==> config.mk <==
export PLATFORM = sky130hd
export DESIGN_NAME = like_pattern_matcher_top
export DESIGN_NICKNAME = d
export VERILOG_FILES = /design/src/design/lpm_pkg.sv /design/src/design/lpm_cell.sv /design/src/design/lpm_closure.sv /design/src/design/like_pattern_matcher_top.sv
export SDC_FILE = /design/constraint.sdc
export NUM_CORES = 2
export LEC_CHECK = 0
export BUFFER_PORTS_ARGS = -buffer_cell sky130_fd_sc_hd__buf_2
export CAP_MARGIN = 40
export CORE_UTILIZATION = 40
export DETAILED_ROUTE_END_ITERATION = 6
export GPL_TIMING_DRIVEN = 0
export PLACE_DENSITY = 0.57
export SETUP_SLACK_MARGIN = 0.5
export SLEW_MARGIN = 20
export SYNTH_ARGS = -nofsm -noshare
export SYNTH_HDL_FRONTEND = slang
export SYNTH_SLANG_ARGS = --single-unit
==> constraint.sdc <==
create_clock -name clock -period 9.9 [get_ports clock]
set_input_delay 0.495 -clock clock [delete_from_list [all_inputs] [get_ports clock]]
set_output_delay 0.495 -clock clock [all_outputs]
set_load 0.005 [all_outputs]
==> src/design/lpm_pkg.sv <==
// ----------------------------------------------------------------------------
// lpm_pkg
// Types, codes and helpers shared by the LIKE pattern matcher modules.
// ----------------------------------------------------------------------------
`default_nettype none

package lpm_pkg;

   localparam int CP_W = 21;
   localparam int MAX_PATTERN_ELEMENTS = 64;

   localparam logic [CP_W-1:0] CP_PERCENT    = 21'h00025;
   localparam logic [CP_W-1:0] CP_UNDERSCORE = 21'h0005F;
   localparam logic [CP_W-1:0] CP_BACKSLASH  = 21'h0005C;
   localparam logic [CP_W-1:0] CP_UPPER_A    = 21'h00041;
   localparam logic [CP_W-1:0] CP_UPPER_Z    = 21'h0005A;
   localparam logic [CP_W-1:0] CP_CASE_BIT   = 21'h00020;

   // csr map
   localparam int CSR_ADDR_W = 3;
   localparam int CSR_DATA_W = 32;
   localparam logic [0:0] CSR_WORD_CASE_INSENSITIVE = 1'b0;

   typedef enum logic [1:0] {
      OP_START   = 2'd0,
      OP_PATTERN = 2'd1,
      OP_TEXT    = 2'd2,
      OP_END     = 2'd3
   } op_type;

   typedef enum logic [1:0] {
      KIND_LITERAL = 2'd0,
      KIND_ONE     = 2'd1,
      KIND_RUN     = 2'd2
   } kind_type;

   // new pattern element, broadcast to the row
   typedef struct packed {
      logic            en;
      kind_type        kind;
      logic [CP_W-1:0] ch;
   } load_type;

   // text step control, broadcast to the row
   typedef struct packed {
      logic            rearm;
      logic            text_en;
      logic            nocase;
      logic [CP_W-1:0] text_ch;
   } step_type;

   // ascii-only case folding
   function automatic logic [CP_W-1:0] fold_cp(input logic [CP_W-1:0] c, input logic nocase);
      logic [CP_W-1:0] r;
      r = c;
      if (nocase && (c inside {[CP_UPPER_A:CP_UPPER_Z]})) begin
         r = c | CP_CASE_BIT;
      end
      return r;
   endfunction

endpackage

`default_nettype wire

==> src/design/lpm_cell.sv <==
// ----------------------------------------------------------------------------
// lpm_cell
// One pattern element and the active bit of the position in front of it.
// ----------------------------------------------------------------------------
`default_nettype none

module lpm_cell #(
   parameter int INDEX = 0,
   parameter int CNT_W = 7
) (
   input  wire                     clock,
   input  wire                     reset,
   input  wire  [CNT_W-1:0]        count,
   input  lpm_pkg::load_type       load,
   input  lpm_pkg::step_type       step,
   input  wire                     closed_act,
   input  wire                     adv_prev,
   output logic                    act_raw,
   output logic                    is_run,
   output logic                    adv
);

   logic [lpm_pkg::CP_W-1:0] ch_ff;
   lpm_pkg::kind_type        kind_ff;
   logic                     act_ff;
   logic                     act_in;
   logic                     valid;
   logic                     lit_hit;
   logic                     stay;

   assign valid   = count > CNT_W'(INDEX);
   assign is_run  = valid && (kind_ff == lpm_pkg::KIND_RUN);
   assign lit_hit = lpm_pkg::fold_cp(ch_ff, step.nocase) == step.text_ch;

   always_comb begin
      stay = closed_act && is_run;
      adv  = 1'b0;
      if (closed_act && valid) begin
         case (kind_ff)
            lpm_pkg::KIND_ONE:     adv = 1'b1;
            lpm_pkg::KIND_LITERAL: adv = lit_hit;
            default:               adv = 1'b0;
         endcase
      end
   end

   always_comb begin
      act_in = act_ff;
      if (step.rearm) begin
         act_in = (INDEX == 0);
      end else if (step.text_en) begin
         act_in = stay || adv_prev;
      end
   end

   always_ff @(posedge clock) begin
      if (reset) begin
         act_ff <= (INDEX == 0);
      end else begin
         act_ff <= act_in;
      end
   end

   // element store, written once when the pattern grows to this slot
   always_ff @(posedge clock) begin
      if (load.en && count == CNT_W'(INDEX)) begin
         ch_ff   <= load.ch;
         kind_ff <= load.kind;
      end
   end

   assign act_raw = act_ff;

endmodule

`default_nettype wire

==> src/design/lpm_closure.sv <==
// ----------------------------------------------------------------------------
// lpm_closure
// Spreads active positions forward across '%' elements (parallel prefix).
// ----------------------------------------------------------------------------
`default_nettype none

module lpm_closure #(
   parameter int NUM_POS = 65
) (
   input  wire  [NUM_POS-1:0] act_raw,
   input  wire  [NUM_POS-2:0] is_run,
   output logic [NUM_POS-1:0] act_closed
);

   localparam int LEVELS = (NUM_POS > 1) ? $clog2(NUM_POS) : 1;

   logic [NUM_POS-1:0] g [LEVELS+1];
   logic [NUM_POS-1:0] p [LEVELS+1];

   // position j is reached from j-1 when element j-1 is a run
   always_comb begin
      g[0] = act_raw;
      p[0] = {is_run, 1'b0};
      for (int lv = 0; lv < LEVELS; lv++) begin
         for (int j = 0; j < NUM_POS; j++) begin
            if (j >= (1 << lv)) begin
               g[lv+1][j] = g[lv][j] | (p[lv][j] & g[lv][j-(1<<lv)]);
               p[lv+1][j] = p[lv][j] & p[lv][j-(1<<lv)];
            end else begin
               g[lv+1][j] = g[lv][j];
               p[lv+1][j] = 1'b0;
            end
         end
      end
   end

   assign act_closed = g[LEVELS];

endmodule

`default_nettype wire

==> src/design/like_pattern_matcher_top.sv <==
// ----------------------------------------------------------------------------
// like_pattern_matcher_top
// SQL LIKE matcher: row of pattern cells tracking the active position set.
// ----------------------------------------------------------------------------
//  channel | direction | handshake            | payload
//  req     | in        | req_valid/req_stall  | req_operation, req_code_point
//  rsp     | out       | rsp_valid/rsp_stall  | rsp_matched, rsp_pattern_overflow
//  csr     | in        | psel/penable/pready  | paddr, pwdata, pwrite, prdata
//
//  a text character goes through the whole cell row and the closure prefix
//  network in the cycle it is accepted
//  an end word puts its result in the rsp register the next cycle
//  req_stall only rises for an end word while an untaken result is held
//  reset rearms the active set and clears pattern length, flags and case setting
// ----------------------------------------------------------------------------
`default_nettype none

module like_pattern_matcher_top #(
   parameter int MAX_PATTERN_ELEMENTS = lpm_pkg::MAX_PATTERN_ELEMENTS
) (
   input  wire                               clock,
   input  wire                               reset,
   input  wire                               req_valid,
   output logic                              req_stall,
   input  wire  [1:0]                        req_operation,
   input  wire  [lpm_pkg::CP_W-1:0]          req_code_point,
   output logic                              rsp_valid,
   input  wire                               rsp_stall,
   output logic                              rsp_matched,
   output logic                              rsp_pattern_overflow,
   input  wire                               psel,
   input  wire                               penable,
   input  wire                               pwrite,
   input  wire  [lpm_pkg::CSR_ADDR_W-1:0]    paddr,
   input  wire  [lpm_pkg::CSR_DATA_W-1:0]    pwdata,
   output logic [lpm_pkg::CSR_DATA_W-1:0]    prdata,
   output logic                              pready
);

   localparam int N     = MAX_PATTERN_ELEMENTS;
   localparam int CNT_W = $clog2(N + 1);

   lpm_pkg::op_type   op;
   logic              accept;
   logic              nocase_ff;
   logic [CNT_W-1:0]  count_ff, count_in;
   logic              esc_ff, esc_in;
   logic              ovf_ff, ovf_in;
   logic              act_last_ff, act_last_in;
   logic              rsp_valid_ff, rsp_valid_in;
   logic              matched_ff, matched_in;
   logic              rsp_ovf_ff, rsp_ovf_in;
   logic              append;
   lpm_pkg::load_type load;
   lpm_pkg::step_type step;
   logic [N:0]        act_raw;
   logic [N:0]        act_closed;
   logic [N-1:0]      is_run;
   logic [N-1:0]      adv;
   logic              csr_wr;
   logic              csr_hit;

   assign op        = lpm_pkg::op_type'(req_operation);
   assign req_stall = rsp_valid_ff && rsp_stall && (op == lpm_pkg::OP_END);
   assign accept    = req_valid && !req_stall;

   // ---------------- configuration ----------------
   assign pready  = 1'b1;
   assign csr_hit = paddr[lpm_pkg::CSR_ADDR_W-1:2] == lpm_pkg::CSR_WORD_CASE_INSENSITIVE;
   assign csr_wr  = psel && penable && pwrite && pready;
   assign prdata  = csr_hit ? {{(lpm_pkg::CSR_DATA_W-1){1'b0}}, nocase_ff}
                            : '0;

   always_ff @(posedge clock) begin
      if (reset) begin
         nocase_ff <= 1'b0;
      end else if (csr_wr && csr_hit) begin
         nocase_ff <= pwdata[0];
      end
   end

   // ---------------- pattern loading ----------------
   always_comb begin
      load.en   = 1'b0;
      load.kind = lpm_pkg::KIND_LITERAL;
      load.ch   = req_code_point;
      esc_in    = esc_ff;
      if (accept && op == lpm_pkg::OP_PATTERN) begin
         if (esc_ff) begin
            esc_in  = 1'b0;
            load.en = 1'b1;
         end else if (req_code_point == lpm_pkg::CP_BACKSLASH) begin
            esc_in = 1'b1;
         end else begin
            load.en = 1'b1;
            if (req_code_point == lpm_pkg::CP_PERCENT) begin
               load.kind = lpm_pkg::KIND_RUN;
            end else if (req_code_point == lpm_pkg::CP_UNDERSCORE) begin
               load.kind = lpm_pkg::KIND_ONE;
            end
         end
      end
      if (accept && op == lpm_pkg::OP_START) begin
         esc_in = 1'b0;
      end
   end

   assign append = load.en && (count_ff < CNT_W'(N));

   always_comb begin
      count_in = count_ff;
      ovf_in   = ovf_ff;
      if (accept && op == lpm_pkg::OP_START) begin
         count_in = '0;
         ovf_in   = 1'b0;
      end else if (append) begin
         count_in = count_ff + CNT_W'(1);
      end else if (load.en) begin
         ovf_in = 1'b1;
      end
   end

   // ---------------- cell row ----------------
   always_comb begin
      step.rearm   = accept && (op inside {lpm_pkg::OP_START, lpm_pkg::OP_END});
      step.text_en = accept && (op == lpm_pkg::OP_TEXT);
      step.nocase  = nocase_ff;
      step.text_ch = lpm_pkg::fold_cp(req_code_point, nocase_ff);
   end

   for (genvar i = 0; i < N; i++) begin : g_cell
      lpm_cell #(
         .INDEX (i),
         .CNT_W (CNT_W)
      ) u_cell (
         .clock      (clock),
         .reset      (reset),
         .count      (count_ff),
         .load       (load),
         .step       (step),
         .closed_act (act_closed[i]),
         .adv_prev   ((i == 0) ? 1'b0 : adv[(i == 0) ? 0 : i-1]),
         .act_raw    (act_raw[i]),
         .is_run     (is_run[i]),
         .adv        (adv[i])
      );
   end

   // position past the last element lives here
   assign act_raw[N] = act_last_ff;

   always_comb begin
      act_last_in = act_last_ff;
      if (step.rearm) begin
         act_last_in = 1'b0;
      end else if (step.text_en) begin
         act_last_in = adv[N-1];
      end
   end

   lpm_closure #(
      .NUM_POS (N + 1)
   ) u_closure (
      .act_raw    (act_raw),
      .is_run     (is_run),
      .act_closed (act_closed)
   );

   // ---------------- result register ----------------
   always_comb begin
      rsp_valid_in = rsp_valid_ff && rsp_stall;
      matched_in   = matched_ff;
      rsp_ovf_in   = rsp_ovf_ff;
      if (accept && op == lpm_pkg::OP_END) begin
         rsp_valid_in = 1'b1;
         matched_in   = !ovf_ff && !esc_ff && act_closed[count_ff];
         rsp_ovf_in   = ovf_ff;
      end
   end

   always_ff @(posedge clock) begin
      if (reset) begin
         count_ff     <= '0;
         esc_ff       <= 1'b0;
         ovf_ff       <= 1'b0;
         act_last_ff  <= (N == 0);
         rsp_valid_ff <= 1'b0;
      end else begin
         count_ff     <= count_in;
         esc_ff       <= esc_in;
         ovf_ff       <= ovf_in;
         act_last_ff  <= act_last_in;
         rsp_valid_ff <= rsp_valid_in;
      end
   end

   always_ff @(posedge clock) begin
      matched_ff <= matched_in;
      rsp_ovf_ff <= rsp_ovf_in;
   end

   assign rsp_valid            = rsp_valid_ff;
   assign rsp_matched          = matched_ff;
   assign rsp_pattern_overflow = rsp_ovf_ff;

   // ---------------- assertions ----------------
   a_count_range : assert property (@(posedge clock) disable iff (reset)
      count_ff <= CNT_W'(N))
      else $error("pattern length beyond store");

   a_ovf_full : assert property (@(posedge clock) disable iff (reset)
      ovf_ff |-> count_ff == CNT_W'(N))
      else $error("overflow flagged with store not full");

   a_rearm : assert property (@(posedge clock) disable iff (reset)
      step.rearm |=> act_raw == {{N{1'b0}}, 1'b1})
      else $error("active set not rearmed to position zero");

   a_ovf_nomatch : assert property (@(posedge clock) disable iff (reset)
      rsp_valid_ff && rsp_ovf_ff |-> !matched_ff)
      else $error("match reported with overflowed pattern");

endmodule

`default_nettype wire
==> Word level (Yosys, flattened, before mapping) <==
Index checks and enable logic that the tools add are counted.
{ "totals": {"out_inout_bits": 37, "ff_bits": 1550, "inputBits": 65, "elab_cells": 2321} }
{ "classes": {"bitwise": 922, "n_lt_le_gt_ge": 196, "reduce_logical": 536, "muxes": 205, "add_sub_neg": 1, "n_eq_ne": 261} }
{ "op_table": {"columns": ["operator", "n"], "rows": [
  ["21-bit by 7-bit greater-or-equal comparator with 1-bit output, second input constant", 65],
  ["21-bit by 7-bit less-or-equal comparator with 1-bit output, second input constant", 65],
  ["21-bit == test", 64],
  ["1-bit bitwise AND", 592],
  ["1-bit logical AND", 400],
  ["6-bit two-way mux", 65],
  ["1-bit OR", 328],
  ["7-bit by 6-bit == test with 1-bit output, second input constant", 32],
  ["7-bit by 6-bit greater-than comparator with 1-bit output, second input constant", 32],
  ["2-bit == test, second input constant", 66],
  ["2-bit by 1-bit == test with 1-bit output, second input constant", 65],
  ["2-bit zero test", 65],
  ["1-bit one-hot mux with 2 select lines", 64],
  ["7-bit by 5-bit == test with 1-bit output, second input constant", 16],
  ["7-bit by 5-bit greater-than comparator with 1-bit output, second input constant", 16],
  ["1-bit two-way mux", 71],
  ["1-bit logical OR", 63],
  ["7-bit by 4-bit == test with 1-bit output, second input constant", 8],
  ["7-bit by 4-bit greater-than comparator with 1-bit output, second input constant", 8],
  ["21-bit by 7-bit == test with 1-bit output, second input constant", 2],
  ["7-bit by 3-bit == test with 1-bit output, second input constant", 4],
  ["7-bit by 3-bit greater-than comparator with 1-bit output, second input constant", 4],
  ["21-bit by 6-bit == test with 1-bit output, second input constant", 1],
  ["7-bit by 2-bit == test with 1-bit output, second input constant", 2],
  ["15 further kinds", 23]
]} }

==> Longest topological paths before layout <==
{ "depth": {"word_depth": 18, "depth_mapped": 20, "mapped_depth_nobuf": 15} }

==> Least setup slack after synthesis <==
Ideal clock, no wire load.
{ "synth_path": {"kind": "register to register", "from": "register count_ff[1]", "to": "register matched_ff (netlist: rsp_matched) (data pin)", "path_stages_with_launch": 20, "n_path_buf": 5, "setup_time_ns": 0.170, "required_time_ns": 9.730, "t_arrival_ns": 4.281, "slack_ns": 5.449, "synth_period_minus_slack_ns": 4.451, "cell_sequence": "dfxtp_1 buf_4 buf_4 buf_2 inv_1 clkbuf_1 ha_1 o21bai_4 o221a_1 or3b_1 buf_2 or4_4 nor4_2 and2_1 a31o_4 a311oi_1 a2111o_1 nand4_1 o311ai_1 nor4_2"} }
{ "synth_between": {"elab_chain_len": 18, "word_cells_on_any_way": 1051, "classes_between": "order compare: 64; mux: 2; bitwise: 920; reduce/logical: 65"} }
{ "synth_rtl": {"columns": ["item", "line_no", "text"], "rows": [
  ["from (decl)", "like_pattern_matcher_top.sv:46", "logic [CNT_W-1:0] count_ff, count_in;"],
  ["from (signal assigned)", "like_pattern_matcher_top.sv:189", "count_ff <= count_in;"],
  ["7-bit by 1-bit greater-than comparator with 1-bit output", "lpm_cell.sv:31", "assign valid = count > CNT_W'(INDEX);"],
  ["1-bit logical AND", "lpm_cell.sv:32", "assign is_run = valid && (kind_ff == lpm_pkg::KIND_RUN);"],
  ["1-bit bitwise AND", "lpm_closure.sv:27", "g[lv+1][j] = g[lv][j] | (p[lv][j] & g[lv][j-(1<<lv)]);"],
  ["1-bit OR", "lpm_closure.sv:27", null],
  ["1-bit bitwise AND", "lpm_closure.sv:27", null],
  ["1-bit OR", "lpm_closure.sv:27", null],
  ["1-bit bitwise AND", "lpm_closure.sv:27", null],
  ["1-bit OR", "lpm_closure.sv:27", null],
  ["1-bit bitwise AND", "lpm_closure.sv:27", null],
  ["1-bit OR", "lpm_closure.sv:27", null],
  ["1-bit bitwise AND", "lpm_closure.sv:27", null],
  ["1-bit OR", "lpm_closure.sv:27", null],
  ["1-bit bitwise AND", "lpm_closure.sv:27", null],
  ["1-bit OR (2 in a row)", "lpm_closure.sv:27", null],
  ["1-bit binary-select mux with 7-bit select *", "like_pattern_matcher_top.sv:176", "matched_in = !ovf_ff && !esc_ff && act_closed[count_ff];"],
  ["1-bit two-way mux (implied by the code) *", "like_pattern_matcher_top.sv:176", null],
  ["1-bit logical AND *", "like_pattern_matcher_top.sv:176", null],
  ["to (signal assigned)", "like_pattern_matcher_top.sv:198", "matched_ff <= matched_in;"],
  ["to (decl)", "like_pattern_matcher_top.sv:51", "logic matched_ff, matched_in;"]
]} }
Mark *: on every way between the ends. The rest lies on a longest branch, timed or not. The select of a mux whose other input is x is not followed.
A chain may end at the register's enable or synchronous reset.

==> Final worst setup path <==
{ "layout_path": {"from": "register count_ff[0]", "to": "register matched_ff (netlist: rsp_matched) (data pin)"} }
The elaborated chain is that of the path after synthesis.

==> impl_summary.log <==
INFO  metric grt_setup_unrepaired = false
INFO  metric timing.setup.tns = 0 ns
INFO  metric maxSlewHeadroom = 0.281
INFO  metric pwr_density_cell = 171 nW/um2
INFO  metric grt_pass1_wl = 445,000 um
INFO  metric total_switching_power = 3.65 mW
INFO  metric io_pins = 102
INFO  metric p_leak = 27.3 nW
INFO  metric antenna_violations_before_repair = 38
INFO  metric finalNetCount = 6,159
INFO  metric placement_rows = 157
INFO  metric post_synth_instance_area = 74,100 um2
INFO  metric internal_dissipation = 11.3 mW
INFO  metric synth.lib_cells_used.distinct = 113
INFO  metric worstHoldStart = penable
INFO  metric dieArea = 187,000 um2
INFO  metric synth_cells = 5,639
INFO  metric synth.yosys.seq_area_share = 0.618
INFO  metric switching_part_of_the_total = 0.244
INFO  metric remaining_drc_errors = 0
INFO  metric outcome = completed
INFO  metric startpoint_type_of_the_worst_setup_path = flop
INFO  metric worstMarginPinSlew = 1.08 ns
INFO  metric utilization = 0.479
INFO  metric timing.hold.worst.class = primary input to flop
INFO  metric routabilityCongestion = 1.08
INFO  metric cap_violations = 0
INFO  metric main_flop_type_after_synthesis = sky130_fd_sc_hd__edfxtp_1
INFO  metric tritoncts = done
INFO  metric area_delta_synth_final = 18.6%
INFO  metric detailed_place_hpwl = 233,000 um
INFO  metric die_y = 432 um
INFO  metric setup.worst_path.class = flop to flop
INFO  metric drt_iter0_markers = 9,093
INFO  metric number_of_warnings_printed_during_yosys_synthesis = 0
INFO  metric post_route_cells_drive_above_1_share = 0.140
INFO  metric synth_area_leaders = sky130_fd_sc_hd__edfxtp_1, sky130_fd_sc_hd__xnor2_1, sky130_fd_sc_hd__xor2_1
INFO  metric routed_wirelength = 334,000 um
INFO  metric post-place-ws = 2.65 ns
INFO  metric timing.critical_path.required = 10.43 ns
INFO  metric power.share.clock = 0.444
INFO  metric timing.final.hold_violations = 0
INFO  metric cts.sinks = 1,550
INFO  metric cts_buffers = 168
INFO  metric setup_viol = 0
INFO  metric drt-wirelength-per-cell = 38.3 um
INFO  metric final_period_minus_worst_setup_slack = 7.77 ns
INFO  metric placement.io_buffers = 36
INFO  metric vias_per_cell = 6.36
INFO  metric ant_nets = 0
INFO  metric power.ir.vdd_worst = 0.143 mV
INFO  metric final_min_period_over_clock_period = 0.784
INFO  metric cts_buffer_depth = 3
INFO  metric synth_top_cell_area_share = 0.598
INFO  metric synth.ff_latch_count = 1,550
INFO  metric worst_slack = 2.13 ns
INFO  metric worst_clock_skew_on_the_final_layout = 0.0536 ns
INFO  metric first_global_vias = 52,000
INFO  metric critical_path.max_fanout = 10
INFO  metric final_common_cell = sky130_fd_sc_hd__edfxtp_1
INFO  metric cts.reportedPaths.clkPinSlew = 0.06 ns
INFO  metric pin_count_of_the_biggest_net_entering_global_routing = 51
INFO  metric p_comb_frac = 0.077
INFO  metric sequentialPowerShare = 0.479
INFO  metric fmax = 0.129 GHz
INFO  metric worst_setup_path_startpoint = count_ff[0]
INFO  metric critical_path.reg2reg.startpoint = count_ff[0]
INFO  metric total_power = 15.0 mW
INFO  metric number_of_flops_mapped_to_enable_cells_by_yosys = 1,474
INFO  metric die_width = 432 um
INFO  metric ctsRootBufferMaster = sky130_fd_sc_hd__clkbuf_16
INFO  metric worst_skew_pair.late_latency = 0.86 ns
INFO  metric via_count = 55,300
INFO  metric placeableCoreArea = 183,000 um2
INFO  metric timing.critical_path.arrival = 8.30 ns
INFO  metric cts_resized = 0
INFO  metric groute.usage.overall = 0.352
INFO  metric synthesis.area_per_instance = 13.1 um2
INFO  metric cell_taking_the_most_area_after_synthesis = sky130_fd_sc_hd__edfxtp_1
INFO  metric grt_overflow = 0
INFO  metric end_kind = flop
INFO  metric synth_async_sr_flop_share = 0
INFO  metric start_util = 0.404
INFO  metric ctsHtreeMaxLevel = 4
INFO  metric mostFrequentLayoutCells = sky130_fd_sc_hd__edfxtp_1, sky130_fd_sc_hd__xnor2_1, sky130_fd_sc_hd__xor2_1, sky130_fd_sc_hd__nor4_1, sky130_fd_sc_hd__nand4_1
INFO  metric drt-pass1-iter-count = 6
INFO  metric slew_viol_final = 0
-- area by class of cell --
| cell class | count | area (um2) |
|---|---|---|
| fill | 16100 | 95600 |
| sequential | 1550 | 45800 |
| multi-input combinational | 3800 | 27500 |
| clock buffer | 198 | 4390 |
| timing repair buffer | 248 | 4020 |
| tap | 2464 | 3080 |
| buffer | 268 | 1440 |
| clock inverter | 113 | 1430 |
| inverter | 51 | 191 |
| antenna | 15 | 37.5 |
-- layer usage --
metal	global-route usage	vias up	share of wire
met2	0.497	4063	0.41
met4	0.171	26	0.057
li1	-	22400	-
met1	0.491	28100	0.40
met3	0.104	753	0.13
met5	0	-	0.00064
-- power by group through the flow --
| stage | Sequential [mW] | Combinational [mW] | Clock (mW) |
|---|---|---|---|
| 5_1_grt | 7.18 | 1.15 | 6.93 |
| 3_5_place_dp | 7.32 | 1.11 | 0 |
| 6_report | 7.19 | 1.16 | 6.65 |
| 3_3_place_gp | 7.34 | 0.988 | 0 |
| 2_1_floorplan | 7.32 | 0.427 | 0 |
| 4_1_cts | 7.19 | 1.12 | 6.68 |
-- Yosys cell counts, types with 7 or more instances --
library cell                number
sky130_fd_sc_hd__nor3b_1        13
sky130_fd_sc_hd__a221oi_1       11
sky130_fd_sc_hd__clkbuf_1      122
sky130_fd_sc_hd__nor4b_1       134
sky130_fd_sc_hd__edfxtp_1     1474
sky130_fd_sc_hd__a21o_1         27
sky130_fd_sc_hd__a2111oi_0      11
sky130_fd_sc_hd__and3_1         27
sky130_fd_sc_hd__nand3_1        46
sky130_fd_sc_hd__buf_1          78
sky130_fd_sc_hd__buf_4          43
sky130_fd_sc_hd__xnor2_1       796
sky130_fd_sc_hd__inv_1          51
sky130_fd_sc_hd__or3_1           9
sky130_fd_sc_hd__o211ai_1       49
sky130_fd_sc_hd__nand2_1       144
sky130_fd_sc_hd__a311oi_1       14
sky130_fd_sc_hd__buf_2          15
sky130_fd_sc_hd__dfxtp_1        76
sky130_fd_sc_hd__nand4b_1        9
sky130_fd_sc_hd__and2_1         15
sky130_fd_sc_hd__nor3_1        196
sky130_fd_sc_hd__o31ai_1         8
sky130_fd_sc_hd__nand2b_1       55
sky130_fd_sc_hd__xor2_1        553
sky130_fd_sc_hd__nor2b_1        61
sky130_fd_sc_hd__o22ai_1         7
sky130_fd_sc_hd__a21oi_1       231
sky130_fd_sc_hd__a41o_1          7
sky130_fd_sc_hd__o2111ai_1       9
sky130_fd_sc_hd__a31oi_1        38
sky130_fd_sc_hd__buf_6           8
sky130_fd_sc_hd__nand4_1       268
sky130_fd_sc_hd__o21ai_0        83
sky130_fd_sc_hd__nor4_1        318
sky130_fd_sc_hd__o21ai_1        13
sky130_fd_sc_hd__o21a_1         29
sky130_fd_sc_hd__a21boi_0        7
sky130_fd_sc_hd__a211oi_1       41
sky130_fd_sc_hd__or2_2          11
sky130_fd_sc_hd__o21bai_1       10
sky130_fd_sc_hd__or4_1          12
sky130_fd_sc_hd__nor2_1        278
sky130_fd_sc_hd__ha_1            7
sky130_fd_sc_hd__a41oi_1        60
-- final timing paths --
path | endpoint | slack [ns] | depth (start not counted)
min reg2reg | act_last_ff | 0.47 | 2
max | rsp_matched | 2.13 | 18
max reg2reg | rsp_matched | 2.13 | 18
min | nocase_ff | 0.05 | 4
-- state kept, by name, summed over array words and instances, names as in the netlist, 7 cells and up --
register and flops:
count_ff 7, g_cell.u_cell.ch_ff 1344, g_cell.u_cell.kind_ff 128, g_cell.u_cell.act_raw 64
-- per-stage QoR --
stage	cells	hold WS (ns)	area [um2]
floorplan	5669	0.427	74200
global placement	8169	0.459	77400
detailed placement	8371	0.465	81900
CTS	8686	0.00148	87700
global route	8693	0.0270	87800
finish	8707	0.0530	87800
-- timing repair --
item,CTS,global route
setup buffers,0,0
endpoints found under the hold margin,6,0
hold buffers,4,0
-- cells by family (layout without fill, tap and decap cells) --
family,Yosys count,count (layout),synth area share
and+or+nand+nor,1649,1649,0.129
DFF,1550,1550,0.618
xor gates and xnor gates,1349,1349,0.160
AOI/OAI and AO/OA,758,758,0.0717
buffers and inverters,319,878,0.0194
adders and majority gates,7,7,0.00118
muxes,5,5,0.000676
other,2,47,0.000101
-- critical path: stages, from the launching register on --
cell	delay [ns]
sky130_fd_sc_hd__dfxtp_1	0.49
sky130_fd_sc_hd__buf_6	0.22
sky130_fd_sc_hd__clkbuf_1	0.54
sky130_fd_sc_hd__inv_1	0.39
sky130_fd_sc_hd__clkbuf_1	0.34
sky130_fd_sc_hd__ha_1	0.31
sky130_fd_sc_hd__nand2b_1	0.53
sky130_fd_sc_hd__a21oi_2	0.24
sky130_fd_sc_hd__nor4_1	0.76
sky130_fd_sc_hd__nand3_1	0.34
sky130_fd_sc_hd__a41oi_1	0.56
sky130_fd_sc_hd__o211ai_1	0.35
sky130_fd_sc_hd__a21oi_2	0.40
sky130_fd_sc_hd__o21ai_0	0.40
sky130_fd_sc_hd__nand4_1	0.22
sky130_fd_sc_hd__o2111ai_1	0.11
sky130_fd_sc_hd__nor4_1	0.37
sky130_fd_sc_hd__nand4_1	0.20
sky130_fd_sc_hd__nor4_2	0.65
(Power assumes the default switching activity.)
